### src/design/quadrature_encoder_speed_position_defines.svh
// Assertion macros for the quadrature encoder speed and position block.
// Depends on nothing; included by files that carry concurrent checks.
`ifndef QUADRATURE_ENCODER_SPEED_POSITION_DEFINES_SVH
`define QUADRATURE_ENCODER_SPEED_POSITION_DEFINES_SVH
`ifndef NO_ASSERTIONS
// check that a holds implies b holds in the same cycle
`define QESP_ASSERT_IMP(label, clk, rst_n, a, b) \
	label: assert property (@(posedge clk) disable iff (!rst_n) (a) |-> (b)) \
		else $error("implication check failed");
// check that a holds implies b holds in the next cycle
`define QESP_ASSERT_NEXT(label, clk, rst_n, a, b) \
	label: assert property (@(posedge clk) disable iff (!rst_n) (a) |=> (b)) \
		else $error("next-cycle check failed");
`else
`define QESP_ASSERT_IMP(label, clk, rst_n, a, b)
`define QESP_ASSERT_NEXT(label, clk, rst_n, a, b)
`endif
`endif

### src/design/qesp_pkg.sv
// Shared types and constants for the quadrature encoder speed and position block.
// Depends on nothing; used by every module of the block.
package qesp_pkg;

	localparam int EDGE_STEP_DEF = 4;
	localparam int MAX_EDGES_DEF = 32764;

	localparam int DIV_W = 35;
	localparam int DSR_W = 32;

	localparam logic [18:0] POS_SCALE = 19'd411775;
	localparam logic [31:0] GAP_FIRST = 32'h00FF_FFFF;
	localparam logic [31:0] TPE_FIRST = 32'h7FFF_FFFF;
	localparam logic [31:0] SPEED_SAT = 32'h7FFF_FFFF;

	// configuration register indexes
	localparam logic [2:0] REG_STRIPES = 3'd0;
	localparam logic [2:0] REG_SPEEDK  = 3'd1;
	localparam logic [2:0] REG_SLOW    = 3'd2;
	localparam logic [2:0] REG_FAST    = 3'd3;
	localparam logic [2:0] REG_TIMEOUT = 3'd4;

	// input command codes
	localparam logic [1:0] CODE_EVENT = 2'd0;
	localparam logic [1:0] CODE_TICK  = 2'd1;
	localparam logic [1:0] CODE_SET   = 2'd2;

	typedef enum logic [1:0] {
		CMD_EVENT = 2'd0,
		CMD_TICK  = 2'd1,
		CMD_SET   = 2'd2,
		CMD_NONE  = 2'd3
	} cmd_kind_t;

	typedef struct packed {
		logic [1:0]         command;
		logic               count_up;
		logic [31:0]        timestamp;
		logic signed [15:0] live_count;
		logic signed [31:0] set_value;
	} in_item_t;

	typedef struct packed {
		logic signed [31:0] count_out;
		logic signed [31:0] position;
		logic signed [31:0] speed;
		logic               speed_valid;
		logic [14:0]        edge_limit;
		logic               limit_changed;
	} out_item_t;

	typedef struct packed {
		cmd_kind_t kind;
		in_item_t  item;
	} q_entry_t;

	typedef struct packed {
		logic [15:0] stripes;
		logic [30:0] speedk;
		logic [23:0] slow;
		logic [23:0] fast;
		logic [7:0]  timeout;
	} cfg_t;

	typedef struct packed {
		logic             start;
		logic [DIV_W-1:0] dividend;
		logic [DSR_W-1:0] divisor;
	} div_req_t;

	typedef struct packed {
		logic             done;
		logic [DIV_W-1:0] quot;
	} div_rsp_t;

endpackage

### src/design/qesp_front.sv
// Front end: accepts input beats, classifies the command, queues up to two entries.
// Depends on qesp_pkg.
module qesp_front (
	input  logic                clk,
	input  logic                arst_n,
	input  logic                in_valid,
	output logic                in_stall,
	input  qesp_pkg::in_item_t  in_data,
	input  logic                pop,
	output logic                avail,
	output qesp_pkg::q_entry_t  head
);
	import qesp_pkg::*;

	q_entry_t   mem_q [2];
	logic       wr_ptr_q;
	logic       rd_ptr_q;
	logic [1:0] cnt_q;
	cmd_kind_t  kind;
	logic       push;
	logic       take;

	// classify the command code
	always_comb begin
		case (in_data.command)
			CODE_EVENT: kind = CMD_EVENT;
			CODE_TICK:  kind = CMD_TICK;
			CODE_SET:   kind = CMD_SET;
			default:    kind = CMD_NONE;
		endcase
	end

	assign in_stall = (cnt_q == 2'd2);
	assign push     = in_valid && !in_stall;
	assign avail    = (cnt_q != 2'd0);
	assign take     = pop && avail;
	assign head     = mem_q[rd_ptr_q];

	// store entries
	always_ff @(posedge clk) begin
		if (push) begin
			mem_q[wr_ptr_q] <= '{kind: kind, item: in_data};
		end
	end

	// advance pointers and fill count
	always_ff @(posedge clk or negedge arst_n) begin
		if (!arst_n) begin
			wr_ptr_q <= 1'b0;
			rd_ptr_q <= 1'b0;
			cnt_q    <= 2'd0;
		end else begin
			if (push) wr_ptr_q <= !wr_ptr_q;
			if (take) rd_ptr_q <= !rd_ptr_q;
			cnt_q <= cnt_q + 2'(push) - 2'(take);
		end
	end

endmodule

### src/design/qesp_div.sv
// Shared restoring divider, one quotient bit per cycle.
// Depends on qesp_pkg.
module qesp_div (
	input  logic                clk,
	input  logic                arst_n,
	input  qesp_pkg::div_req_t  req,
	output qesp_pkg::div_rsp_t  rsp
);
	import qesp_pkg::*;

	localparam int CW = $clog2(DIV_W + 1);

	logic [DIV_W-1:0] dvd_q;
	logic [DSR_W:0]   rem_q;
	logic [DSR_W-1:0] dsr_q;
	logic [CW-1:0]    cnt_q;
	logic             busy_q;
	logic             done_q;
	logic [DSR_W:0]   rem_sh;
	logic             ge;

	assign rem_sh = {rem_q[DSR_W-1:0], dvd_q[DIV_W-1]};
	assign ge     = (rem_sh >= {1'b0, dsr_q});

	// datapath: shift, compare, subtract
	always_ff @(posedge clk) begin
		if (req.start) begin
			dvd_q <= req.dividend;
			dsr_q <= req.divisor;
			rem_q <= '0;
		end else if (busy_q) begin
			rem_q <= ge ? (rem_sh - {1'b0, dsr_q}) : rem_sh;
			dvd_q <= {dvd_q[DIV_W-2:0], ge};
		end
	end

	// iteration count
	always_ff @(posedge clk or negedge arst_n) begin
		if (!arst_n) begin
			busy_q <= 1'b0;
			done_q <= 1'b0;
			cnt_q  <= '0;
		end else begin
			done_q <= 1'b0;
			if (req.start) begin
				busy_q <= 1'b1;
				cnt_q  <= '0;
			end else if (busy_q) begin
				cnt_q <= cnt_q + 1'b1;
				if (cnt_q == CW'(DIV_W - 1)) begin
					busy_q <= 1'b0;
					done_q <= 1'b1;
				end
			end
		end
	end

	assign rsp.done = done_q;
	assign rsp.quot = dvd_q;

endmodule

### src/design/qesp_core.sv
// Back end: executes queued commands, runs the divider, holds the result register.
// Depends on qesp_pkg and qesp_div.
module qesp_core #(
	parameter int EDGE_STEP = qesp_pkg::EDGE_STEP_DEF,
	parameter int MAX_EDGES = qesp_pkg::MAX_EDGES_DEF
) (
	input  logic                clk,
	input  logic                arst_n,
	input  qesp_pkg::cfg_t      cfg,
	input  logic                avail,
	input  qesp_pkg::q_entry_t  head,
	output logic                pop,
	output logic                out_valid,
	input  logic                out_stall,
	output qesp_pkg::out_item_t out_data
);
	import qesp_pkg::*;

	typedef enum logic [8:0] {
		ST_IDLE = 9'b000000001,
		ST_EXEC = 9'b000000010,
		ST_TPE  = 9'b000000100,
		ST_SCD  = 9'b000001000,
		ST_SPD  = 9'b000010000,
		ST_POS  = 9'b000100000,
		ST_KDIV = 9'b001000000,
		ST_MUL  = 9'b010000000,
		ST_OUT  = 9'b100000000
	} state_t;

	state_t      state_q;
	q_entry_t    ent_q;
	logic [31:0] acc_q;
	logic [31:0] prev_q;
	logic [31:0] gap_q;
	logic [31:0] tpe_q;
	logic [14:0] epe_q;
	logic        up_q;
	logic        seen_q;
	logic        first_q;
	logic        pv_q;
	logic [7:0]  tl_q;
	logic [31:0] mag_q;
	logic        neg_q;
	logic        chg_q;
	logic [18:0] k_q;
	logic [31:0] cnt_q;
	logic [31:0] prod_q;
	div_req_t    dreq_q;
	div_rsp_t    drsp;
	logic        out_valid_q;
	out_item_t   out_q;

	logic        ev_up;
	logic [31:0] gap_new;
	logic        same_dir;
	logic        div_need;
	logic [15:0] epe16;
	logic [15:0] epe_shrink;
	logic [15:0] epe_grow;
	logic [14:0] epe_adapt;
	logic        pv_tick;
	logic [31:0] mul_full;

	qesp_div u_div (
		.clk    (clk),
		.arst_n (arst_n),
		.req    (dreq_q),
		.rsp    (drsp)
	);

	// event arithmetic and edge limit adaptation
	always_comb begin
		ev_up      = ent_q.item.count_up;
		same_dir   = (ev_up == up_q) && first_q;
		gap_new    = same_dir ? (ent_q.item.timestamp - prev_q) : gap_q;
		div_need   = same_dir && (gap_new[31:23] == 9'd0);
		epe16      = {1'b0, epe_q};
		epe_shrink = (epe16 < 16'(2 * EDGE_STEP)) ? 16'(EDGE_STEP) : (epe16 - 16'(EDGE_STEP));
		epe_grow   = ((epe16 + 16'(EDGE_STEP)) > 16'(MAX_EDGES)) ? 16'(MAX_EDGES)
			: (epe16 + 16'(EDGE_STEP));
		if (gap_new > {8'd0, cfg.slow}) begin
			epe_adapt = epe_shrink[14:0];
		end else if (gap_new < {8'd0, cfg.fast}) begin
			epe_adapt = epe_grow[14:0];
		end else begin
			epe_adapt = epe_q;
		end
		pv_tick  = (!seen_q && tl_q == 8'd1) ? 1'b0 : pv_q;
		mul_full = cnt_q * {13'd0, k_q};
	end

	assign pop = (state_q == ST_IDLE) && avail;

	// sequencer and state update
	always_ff @(posedge clk or negedge arst_n) begin
		if (!arst_n) begin
			state_q     <= ST_IDLE;
			acc_q       <= '0;
			prev_q      <= '0;
			gap_q       <= '0;
			tpe_q       <= '0;
			epe_q       <= 15'(EDGE_STEP);
			up_q        <= 1'b0;
			seen_q      <= 1'b0;
			first_q     <= 1'b0;
			pv_q        <= 1'b0;
			tl_q        <= '0;
			mag_q       <= '0;
			neg_q       <= 1'b0;
			chg_q       <= 1'b0;
			dreq_q      <= '0;
			out_valid_q <= 1'b0;
		end else begin
			dreq_q.start <= 1'b0;
			if (out_valid_q && !out_stall) out_valid_q <= 1'b0;
			case (state_q)
				ST_IDLE: begin
					if (avail) state_q <= ST_EXEC;
				end
				ST_EXEC: begin
					chg_q   <= 1'b0;
					state_q <= ST_POS;
					case (ent_q.kind)
						CMD_EVENT: begin
							acc_q  <= ev_up ? (acc_q + {17'd0, epe_q}) : (acc_q - {17'd0, epe_q});
							up_q   <= ev_up;
							seen_q <= 1'b1;
							first_q <= 1'b1;
							prev_q <= ent_q.item.timestamp;
							if (first_q) begin
								gap_q <= gap_new;
								pv_q  <= 1'b1;
								epe_q <= epe_adapt;
								chg_q <= (epe_adapt != epe_q);
								if (div_need) begin
									dreq_q <= '{start: 1'b1,
										dividend: {4'd0, gap_new[22:0], 8'd0},
										divisor: {17'd0, epe_q}};
									state_q <= ST_TPE;
								end
							end else begin
								pv_q  <= 1'b0;
								gap_q <= GAP_FIRST;
								tpe_q <= TPE_FIRST;
							end
						end
						CMD_TICK: begin
							if (seen_q) begin
								seen_q <= 1'b0;
								tl_q   <= cfg.timeout;
							end else if (tl_q != 8'd0) begin
								tl_q <= tl_q - 8'd1;
								if (tl_q == 8'd1) first_q <= 1'b0;
							end
							pv_q  <= pv_tick;
							neg_q <= !up_q;
							if (!pv_tick) begin
								mag_q <= '0;
							end else if (tpe_q != 32'd0 && cfg.stripes != 16'd0) begin
								dreq_q <= '{start: 1'b1, dividend: {4'd0, cfg.speedk},
									divisor: {16'd0, cfg.stripes}};
								state_q <= ST_SCD;
							end
						end
						CMD_SET: begin
							acc_q <= ent_q.item.set_value;
						end
						default: begin
						end
					endcase
				end
				ST_TPE: begin
					if (drsp.done) begin
						tpe_q   <= drsp.quot[31:0];
						state_q <= ST_POS;
					end
				end
				ST_SCD: begin
					if (drsp.done) begin
						dreq_q <= '{start: 1'b1, dividend: {1'b0, drsp.quot[30:0], 3'd0},
							divisor: tpe_q};
						state_q <= ST_SPD;
					end
				end
				ST_SPD: begin
					if (drsp.done) begin
						mag_q <= (drsp.quot[34:17] != 18'd0) ? SPEED_SAT
							: {1'b0, drsp.quot[16:0], 14'd0};
						state_q <= ST_POS;
					end
				end
				ST_POS: begin
					cnt_q <= acc_q + {{16{ent_q.item.live_count[15]}}, ent_q.item.live_count};
					if (cfg.stripes == 16'd0) begin
						prod_q  <= '0;
						state_q <= ST_OUT;
					end else begin
						dreq_q <= '{start: 1'b1, dividend: {16'd0, POS_SCALE},
							divisor: {16'd0, cfg.stripes}};
						state_q <= ST_KDIV;
					end
				end
				ST_KDIV: begin
					if (drsp.done) begin
						k_q     <= drsp.quot[18:0];
						state_q <= ST_MUL;
					end
				end
				ST_MUL: begin
					prod_q  <= mul_full;
					state_q <= ST_OUT;
				end
				ST_OUT: begin
					if (!out_valid_q || !out_stall) begin
						out_valid_q <= 1'b1;
						state_q     <= ST_IDLE;
					end
				end
				default: state_q <= ST_IDLE;
			endcase
		end
	end

	// capture the popped entry and the result beat
	always_ff @(posedge clk) begin
		if (pop) ent_q <= head;
		if (state_q == ST_OUT && (!out_valid_q || !out_stall)) begin
			out_q.count_out     <= cnt_q;
			out_q.position      <= {{2{prod_q[31]}}, prod_q[31:2]};
			out_q.speed         <= neg_q ? (32'd0 - mag_q) : mag_q;
			out_q.speed_valid   <= pv_q;
			out_q.edge_limit    <= epe_q;
			out_q.limit_changed <= chg_q;
		end
	end

	assign out_valid = out_valid_q;
	assign out_data  = out_q;

endmodule

### src/design/quadrature_encoder_speed_position.sv
// Channel   | Signals                                  | Beat taken when
// in        | in_valid, in_stall, in_data (in_item_t)  | in_valid && !in_stall
// out       | out_valid, out_stall, out_data           | out_valid && !out_stall
// cfg       | cfg_valid, cfg_ready, cfg_index, cfg_data| cfg_valid && cfg_ready
//
// Each item runs its divisions one after another on the shared serial divider: the
// position scale needs one unless stripes is zero, an event's ticks per edge one more,
// a tick's speed two more. A two-entry queue takes beats while the back end works; the
// output register holds one result under stall. Asynchronous reset clears the control
// state and loads the configuration defaults; queue and result data are not reset.
// Top level: config registers, front queue, back end. Depends on qesp_pkg,
// qesp_front, qesp_core and the defines header.
`include "quadrature_encoder_speed_position_defines.svh"
module quadrature_encoder_speed_position #(
	parameter int EDGE_STEP = qesp_pkg::EDGE_STEP_DEF,
	parameter int MAX_EDGES = qesp_pkg::MAX_EDGES_DEF
) (
	input  logic                clk,
	input  logic                arst_n,
	input  logic                in_valid,
	output logic                in_stall,
	input  qesp_pkg::in_item_t  in_data,
	output logic                out_valid,
	input  logic                out_stall,
	output qesp_pkg::out_item_t out_data,
	input  logic                cfg_valid,
	output logic                cfg_ready,
	input  logic [2:0]          cfg_index,
	input  logic [30:0]         cfg_data
);
	import qesp_pkg::*;

	cfg_t     cfg_q;
	logic     pop;
	logic     avail;
	q_entry_t head;

	assign cfg_ready = 1'b1;

	// write configuration registers
	always_ff @(posedge clk or negedge arst_n) begin
		if (!arst_n) begin
			cfg_q.stripes <= 16'd100;
			cfg_q.speedk  <= 31'd1608495438;
			cfg_q.slow    <= 24'd8000;
			cfg_q.fast    <= 24'd2666;
			cfg_q.timeout <= 8'd10;
		end else if (cfg_valid && cfg_ready) begin
			case (cfg_index)
				REG_STRIPES: cfg_q.stripes <= cfg_data[15:0];
				REG_SPEEDK:  cfg_q.speedk  <= cfg_data;
				REG_SLOW:    cfg_q.slow    <= cfg_data[23:0];
				REG_FAST:    cfg_q.fast    <= cfg_data[23:0];
				REG_TIMEOUT: cfg_q.timeout <= cfg_data[7:0];
				default: begin
				end
			endcase
		end
	end

	qesp_front u_front (
		.clk      (clk),
		.arst_n   (arst_n),
		.in_valid (in_valid),
		.in_stall (in_stall),
		.in_data  (in_data),
		.pop      (pop),
		.avail    (avail),
		.head     (head)
	);

	qesp_core #(
		.EDGE_STEP (EDGE_STEP),
		.MAX_EDGES (MAX_EDGES)
	) u_core (
		.clk       (clk),
		.arst_n    (arst_n),
		.cfg       (cfg_q),
		.avail     (avail),
		.head      (head),
		.pop       (pop),
		.out_valid (out_valid),
		.out_stall (out_stall),
		.out_data  (out_data)
	);

	// edge limit stays between the step and the ceiling
	`QESP_ASSERT_IMP(a_limit_range, clk, arst_n, out_valid,
		out_data.edge_limit >= 15'(EDGE_STEP) && out_data.edge_limit <= 15'(MAX_EDGES))
	// adaptation only happens with a valid period
	`QESP_ASSERT_IMP(a_change_valid, clk, arst_n, out_valid && out_data.limit_changed,
		out_data.speed_valid)

endmodule
### config.mk
export PLATFORM = sky130hd
export DESIGN_NAME = quadrature_encoder_speed_position
export DESIGN_NICKNAME = d
export VERILOG_FILES = /design/src/design/qesp_pkg.sv /design/src/design/qesp_front.sv /design/src/design/qesp_div.sv /design/src/design/qesp_core.sv /design/src/design/quadrature_encoder_speed_position.sv
export VERILOG_INCLUDE_DIRS = /design/src /design/src/design
export SDC_FILE = /design/constraint.sdc
export NUM_CORES = 2
export LEC_CHECK = 0
export ABC_AREA = 1
export BUFFER_PORTS_ARGS = -buffer_cell sky130_fd_sc_hd__buf_2
export CORE_UTILIZATION = 55
export CTS_CLUSTER_SIZE = 24
export DETAILED_ROUTE_END_ITERATION = 12
export PLACE_DENSITY = 0.79
export SLEW_MARGIN = 20
export SYNTH_ARGS = -nofsm -noshare
export SYNTH_HDL_FRONTEND = slang
export SYNTH_SLANG_ARGS = --single-unit
export TNS_END_PERCENT = 100
### constraint.sdc
create_clock -name clk -period 6.5 [get_ports clk]
set_input_delay 0.325 -clock clk [delete_from_list [all_inputs] [get_ports clk]]
set_output_delay 0.325 -clock clk [all_outputs]
set_load 0.01 [all_outputs]
* Word-level counts from Yosys, hierarchy flattened
Memories as Yosys holds them, arrays and structs flattened. A register that Yosys moved wholly into a read port is not among the register bits.
Index checks and enable logic that the tools add are counted.
** Storage, ports and cells
- Flip-flop bits (word level) :: 675
- Bits in writable memories :: 170
- Input bits :: 122
- Output and inout bits :: 116
- Word-level logic and storage cells :: 227
- Memories kept :: 1
** Memories
- u_front.mem_q :: words 2, bits a word 85, read ports 1, clocked after memory_dff 1, wr ports 1, RTL line qesp_front.sv:15 : q_entry_t mem_q [2];
** Cells by class
- $add $sub $neg :: 12
- $mul :: 1
- $lt $le $gt $ge :: 5
- Equal/unequal tests :: 43
- Mux-type cells :: 69
- Reduce and logical (&&, ||, !) cells :: 55
** Operators with widths (count)
- two-way mux 68 bit :: 6
- two-way mux 32 bit :: 12
- case mux 32 bit (2 select lines) :: 4
- case mux 68 bit (3 select lines) :: 1
- case mux 68 bit (2 select lines) :: 1
- two-way mux 9 bit :: 8
- case mux 9 bit (8 select lines) :: 1
- two-way mux 35 bit :: 2
- subtractor 32 bit :: 2
- two-way mux 15 bit :: 4
- greater-or-equal comparator 33 x 32 -> 1 bit :: 1
- adder 32 x 15 -> 32 bit :: 1
- adder 32 bit :: 1
- greater-than comparator 32 x 24 -> 1 bit :: 1
- < comparator 32 x 24 -> 1 bit :: 1
- multiplier 32 x 19 -> 32 bit :: 1
- nonzero test 32 bit :: 1
- subtractor 1 x 32 -> 32 bit (first input constant) :: 1
- subtractor 32 x 15 -> 32 bit :: 1
- two-way mux 31 bit :: 1
- two-way mux 6 bit :: 4
- != test 2 bit (second input constant) :: 10
- AND reduction 2 bit :: 10
- two-way mux 1 bit :: 18
- 49 further kinds :: 92

* Longest topological paths before layout
- Word-level depth :: 9
- Depth in mapped cells :: 35
- Depth with buffers taken out :: 33

* Cells and area by module
Synthesis repeated with hierarchy kept, for this count alone.
** Unflattened totals
- Cell total of the unflattened synthesis :: 6810
- Area total of the unflattened synthesis :: 58777.6 µm²
** Modules (own cells, without submodules)
- qesp_core :: instances 1, cells each 4852, area an instance 41272.1 µm², seq. area each 14206.1 µm²
- qesp_div :: instances 1, cells each 1021, area an instance 6959.2 µm², seq. area each 2852.7 µm²
- qesp_front :: instances 1, cells each 479, area an instance 6437.4 µm², seq. area each 5205.0 µm²
- quadrature_encoder_speed_position :: instances 1, cells each 458, area an instance 4108.9 µm², seq. area each 2625.0 µm²

* Worst setup path before layout
OpenSTA, ideal clock, no wires.
- Kind :: reg-to-reg
- Start :: register u_core.state_q[7]
- End :: register u_front.cnt_q[1]
- Library setup time :: 0.079 ns
- Data arrival time :: 6.479 ns
- Required time :: 6.421 ns
- Path slack :: -0.058 ns
- Cell stages (with the launch flop) :: 13
- Path buffers :: 0
- Period minus slack after synthesis :: 6.558 ns
- Cell sequence :: dfrtp_1 -> nor2_1 -> nand2_1 -> nor2_1 -> inv_1 -> nor3_1 -> inv_1 -> a21oi_1 -> ha_1 -> inv_1 -> ha_1 -> xnor2_1 -> xor2_1
** On the way
- Cells in the longest elaborated chain, start to end :: 4
** RTL lines
- start: declaration :: RTL line qesp_core.sv:31 : state_t state_q;
- start signal: assignment :: RTL line qesp_core.sv:98 : state_q <= ST_IDLE;
- start signal: assignment :: RTL line qesp_core.sv:119 : if (avail) state_q <= ST_EXEC;
- start signal: assignment :: RTL line qesp_core.sv:123 : state_q <= ST_POS;
- == test 9 x 1 -> 1 bit :: RTL line qesp_core.sv:93 : assign pop = (state_q == ST_IDLE) && avail;
- logical AND 1 bit :: RTL line qesp_core.sv:93
- net pop :: RTL line quadrature_encoder_speed_position.sv:34 : logic pop;
- logical AND 1 bit :: RTL line qesp_front.sv:36 : assign take = pop && avail;
- subtractor 2 x 1 -> 2 bit :: RTL line qesp_front.sv:55 : cnt_q <= cnt_q + 2'(push) - 2'(take);
- end signal: assignment :: RTL line qesp_front.sv:55
- end: declaration :: RTL line qesp_front.sv:18 : logic [1:0] cnt_q;
The timed path passes the listed nets, and every way through them passes these cells.
A chain may end at the register's enable or synchronous reset.

* Final worst setup path
- Start :: register u_core.k_q[5]
- End :: register u_core.prod_q[29], data pin
** On the way
- Cells in the longest elaborated chain, start to end :: 2
** RTL lines
- start: declaration :: RTL line qesp_core.sv:46 : logic [18:0] k_q;
- start signal: assignment :: RTL line qesp_core.sv:206 : k_q <= drsp.quot[18:0];
- multiplier 32 x 19 -> 32 bit :: RTL line qesp_core.sv:90 : mul_full = cnt_q * {13'd0, k_q};
- case mux 32 bit (2 select lines) :: RTL line qesp_core.sv:117 : case (state_q)
- end signal: assignment :: RTL line qesp_core.sv:211 : prod_q <= mul_full;
- end: declaration :: RTL line qesp_core.sv:48 : logic [31:0] prod_q;
No other way between the ends.

==> results.yml <==
critical_path:
  cp-start-kind: "flop"
  cp-startpoint: "u_core.k_q[5]"
  cpPeakStageDelay_ps: 560
  cp-end-kind: "flop"
  arrival_ps: 6660
  crit_required_ps: 6950
  slowest_stage: "fa_2"
  path_max_fanout: 5
  critical_path_class: "flop to flop"
  timing.rr.start: "u_core.k_q[5]"
place:
  pre_cts_ws_ps: 4.08
  place_area_um2: 59500
  hpwlAfterDp_mm: 109
  placed_cells: 7626
  routabilityCongestion: 0.949
  portBuffers: 236
clocking:
  path_clk_slew_ps: 60
  htreeDepth: 3
  cts_root_buffer: "clkbuf_16"
  ctsLongestPathBuffers: 3
  numCtsBuffers: 94
  clkSinkCount: 895
  clk_latency_ps: 680
  tritoncts: "done"
floorplanning:
  die_h_um: 323
  dieArea_um2: 104000
  die_w_um: 323
  rows: 117
  coreArea_um2: 102000
  start_util_pct: 55.5
  io_pins: 238
global_route:
  track_usage_pct: 29.1
  antenna_found_initial: 9
  first_global_vias: 43200
  grt_pass1_wl_mm: 237
  grt_start_max_net_pins: 172
  overflow: 0
final_layout:
  multiInputGateArea_um2: 26700
  design_area_um2: 63900
  final_common_cell: "nand2_1"
  area_growth_pct: 12.8
  mostFrequentLayoutCells: "nand2_1, inv_1, edfxtp_1"
  post-route-util_pct: 62.7
  drive_gt1_share_pct: 11.0
  fillCellCount: 8234
  fin_cells: 7917
  regArea_um2: 24800
  nets: 7200
pwr:
  p_leak_uw: 0.0304
  cellPowerDensity_nw_per_um2: 527
  vdd_drop_max_mv: 0.521
drt:
  drc: 0
  met2_length_mm: 68.8
  antenna_left: 0
  totalWireLength_mm: 149
  route.met3.wl_mm: 12.4
  via_per_inst: 5.49
  top_layer: "met5"
  vias: 43500
  wl_met1_mm: 61.9
  wl_per_cell_um: 18.9
  firstDrtPassIters: 6
  drt_iter0_drc: 4490
sta:
  fin_setup_tns_ps: 0
  tightestPinTransition_ps: 1150
  finClkSkew_ps: 28.4
  maxSlewHeadroom_pct: 22.6
  maxSlewViolCount: 0
  finalCritPeriodShare_pct: 95.6
  fin_ws_ps: 289
  fmaxAchievable_mhz: 161
  finalSetupViolCount: 0
  finalHoldViolCount: 0
  fin_crit_ps: 6210
yosys:
  syn_inst: 6157
  synth_area_um2: 56700
  avgSynthCellArea_um2: 9.21
  synth_edf_count: 496
  async_flop_share_pct: 41.0
  synth-main-ff-cell: "edfxtp_1"
  yosysTopAreaCellShare_pct: 26.3
  syn_nets: 6887
  synth_seq_cells: 895
  synth_area_leader_cell: "edfxtp_1"
  seq_area_frac_synth_pct: 43.7
  synth_cell_types: 67
  synth-warning-count: 0
  synth_area_leaders: "edfxtp_1, dfrtp_1, fa_1"
status:
  outcome: "finished clean"
run:
  maxCapViolCount: 0
hold_path:
  hold_path.class: "input port to flop"
  min_from: "cfg_data[12]"
==> cells in the mapped netlist (49+ instances only) <==
library cell  count
nand2_1        1502
o211ai_1         75
nand3_1         138
clkbuf_1        190
mux2_2           83
xor2_1          106
inv_1          1130
xnor2_1          75
a21oi_1         244
dfrtp_1         327
edfxtp_1        496
nor2_1          229
nand4_1          49
fa_1            348
o21ai_0         398
ha_1            260
==> flip-flops by register name, indices dropped and copies added, names as in the netlist, 2 cells and up <==
register,count
u_front.cnt_q,2
u_core.k_q,19
u_core.ent_q,82
u_core.out_data,99
u_front.mem_q,166
u_core.state_q,9
u_core.u_div.cnt_q,6
u_core.tl_q,8
u_core.prev_q,32
u_core.u_div.rem_q,32
cfg_q,103
u_core.u_div.dvd_q,35
u_core.mag_q,18
u_core.epe_q,15
u_core.dreq_q,67
u_core.tpe_q,32
u_core.cnt_q,32
u_core.u_div.dsr_q,32
u_core.gap_q,32
u_core.prod_q,30
u_core.acc_q,32
==> cell type report <==
class,instances,area share (%)
multi-input cells,3863,41.7
flip-flops and latches,895,38.7
inverters,1156,6.79
repair buffers,460,5.01
clock buffers,116,3.97
well taps,1368,2.68
clock inverters,58,1.07
diodes,1,0.00391
==> worst paths after layout <==
| check | endpoint | slack, ps | cells after the start |
|---|---|---|---|
| max in group asynchronous | u_front.rd_ptr_q | 4860 | 3 |
| setup reg to reg | u_core.prod_q[29] | 290 | 30 |
| hold reg to reg | u_core.out_data[54] | 410 | 0 |
| hold / removal | cfg_q[99] | 30 | 3 |
| setup / recovery | u_core.prod_q[29] | 290 | 30 |
| min in group asynchronous | cfg_q[48] | 190 | 2 |
==> through the flow <==
| step | hold WS, ps | power (uW) |
|---|---|---|
| floorplan | 29.4 | 22300 |
| global placement | 302 | 26900 |
| detailed placement | 302 | 27400 |
| CTS | 4.64 | 33300 |
| global route | 19.3 | 36500 |
| finish | 27.4 | 33700 |
==> what timing repair did <==
item | in CTS | in global routing
gates resized for setup | 0 | 21
hold buffers | 100 | 0
endpoints found under the hold margin | 259 | 0
buffers inserted | 0 | 15
setup endpoints to repair | 0 | 7
==> where the power goes <==
part,internal (uW),switching (uW),total (uW)
registers,8110,1270,9380
logic,6790,11900,18700
clock network,3310,2380,5690
==> metal layers <==
metal  vias up  global-route usage [%]
li1      20300                       -
met1     21000                    39.5
met3       298                    4.66
met5         -                       0
met4         6                    12.0
met2      1846                    46.9
==> cell families after synthesis <==
family | share of synthesized area, %
compound gates | 9.83
xor+xnor | 2.80
fa+ha+maj | 18.0
buf+inv | 9.45
flops | 43.7
mux | 1.65
other cells | 0.00662
simple gates | 14.5
==> worst max-delay path: cells and delay by family (launching register included) <==
family | cells | cell delay, ps
adder cells (fa/ha/maj) | 7 | 3360
AO/OA/AOI/OAI | 7 | 900
AND/OR/NAND/NOR | 8 | 620
buffers and inverters | 8 | 560
flip-flops | 1 | 500
No activity file was read; power rests on OpenSTA's default activity.
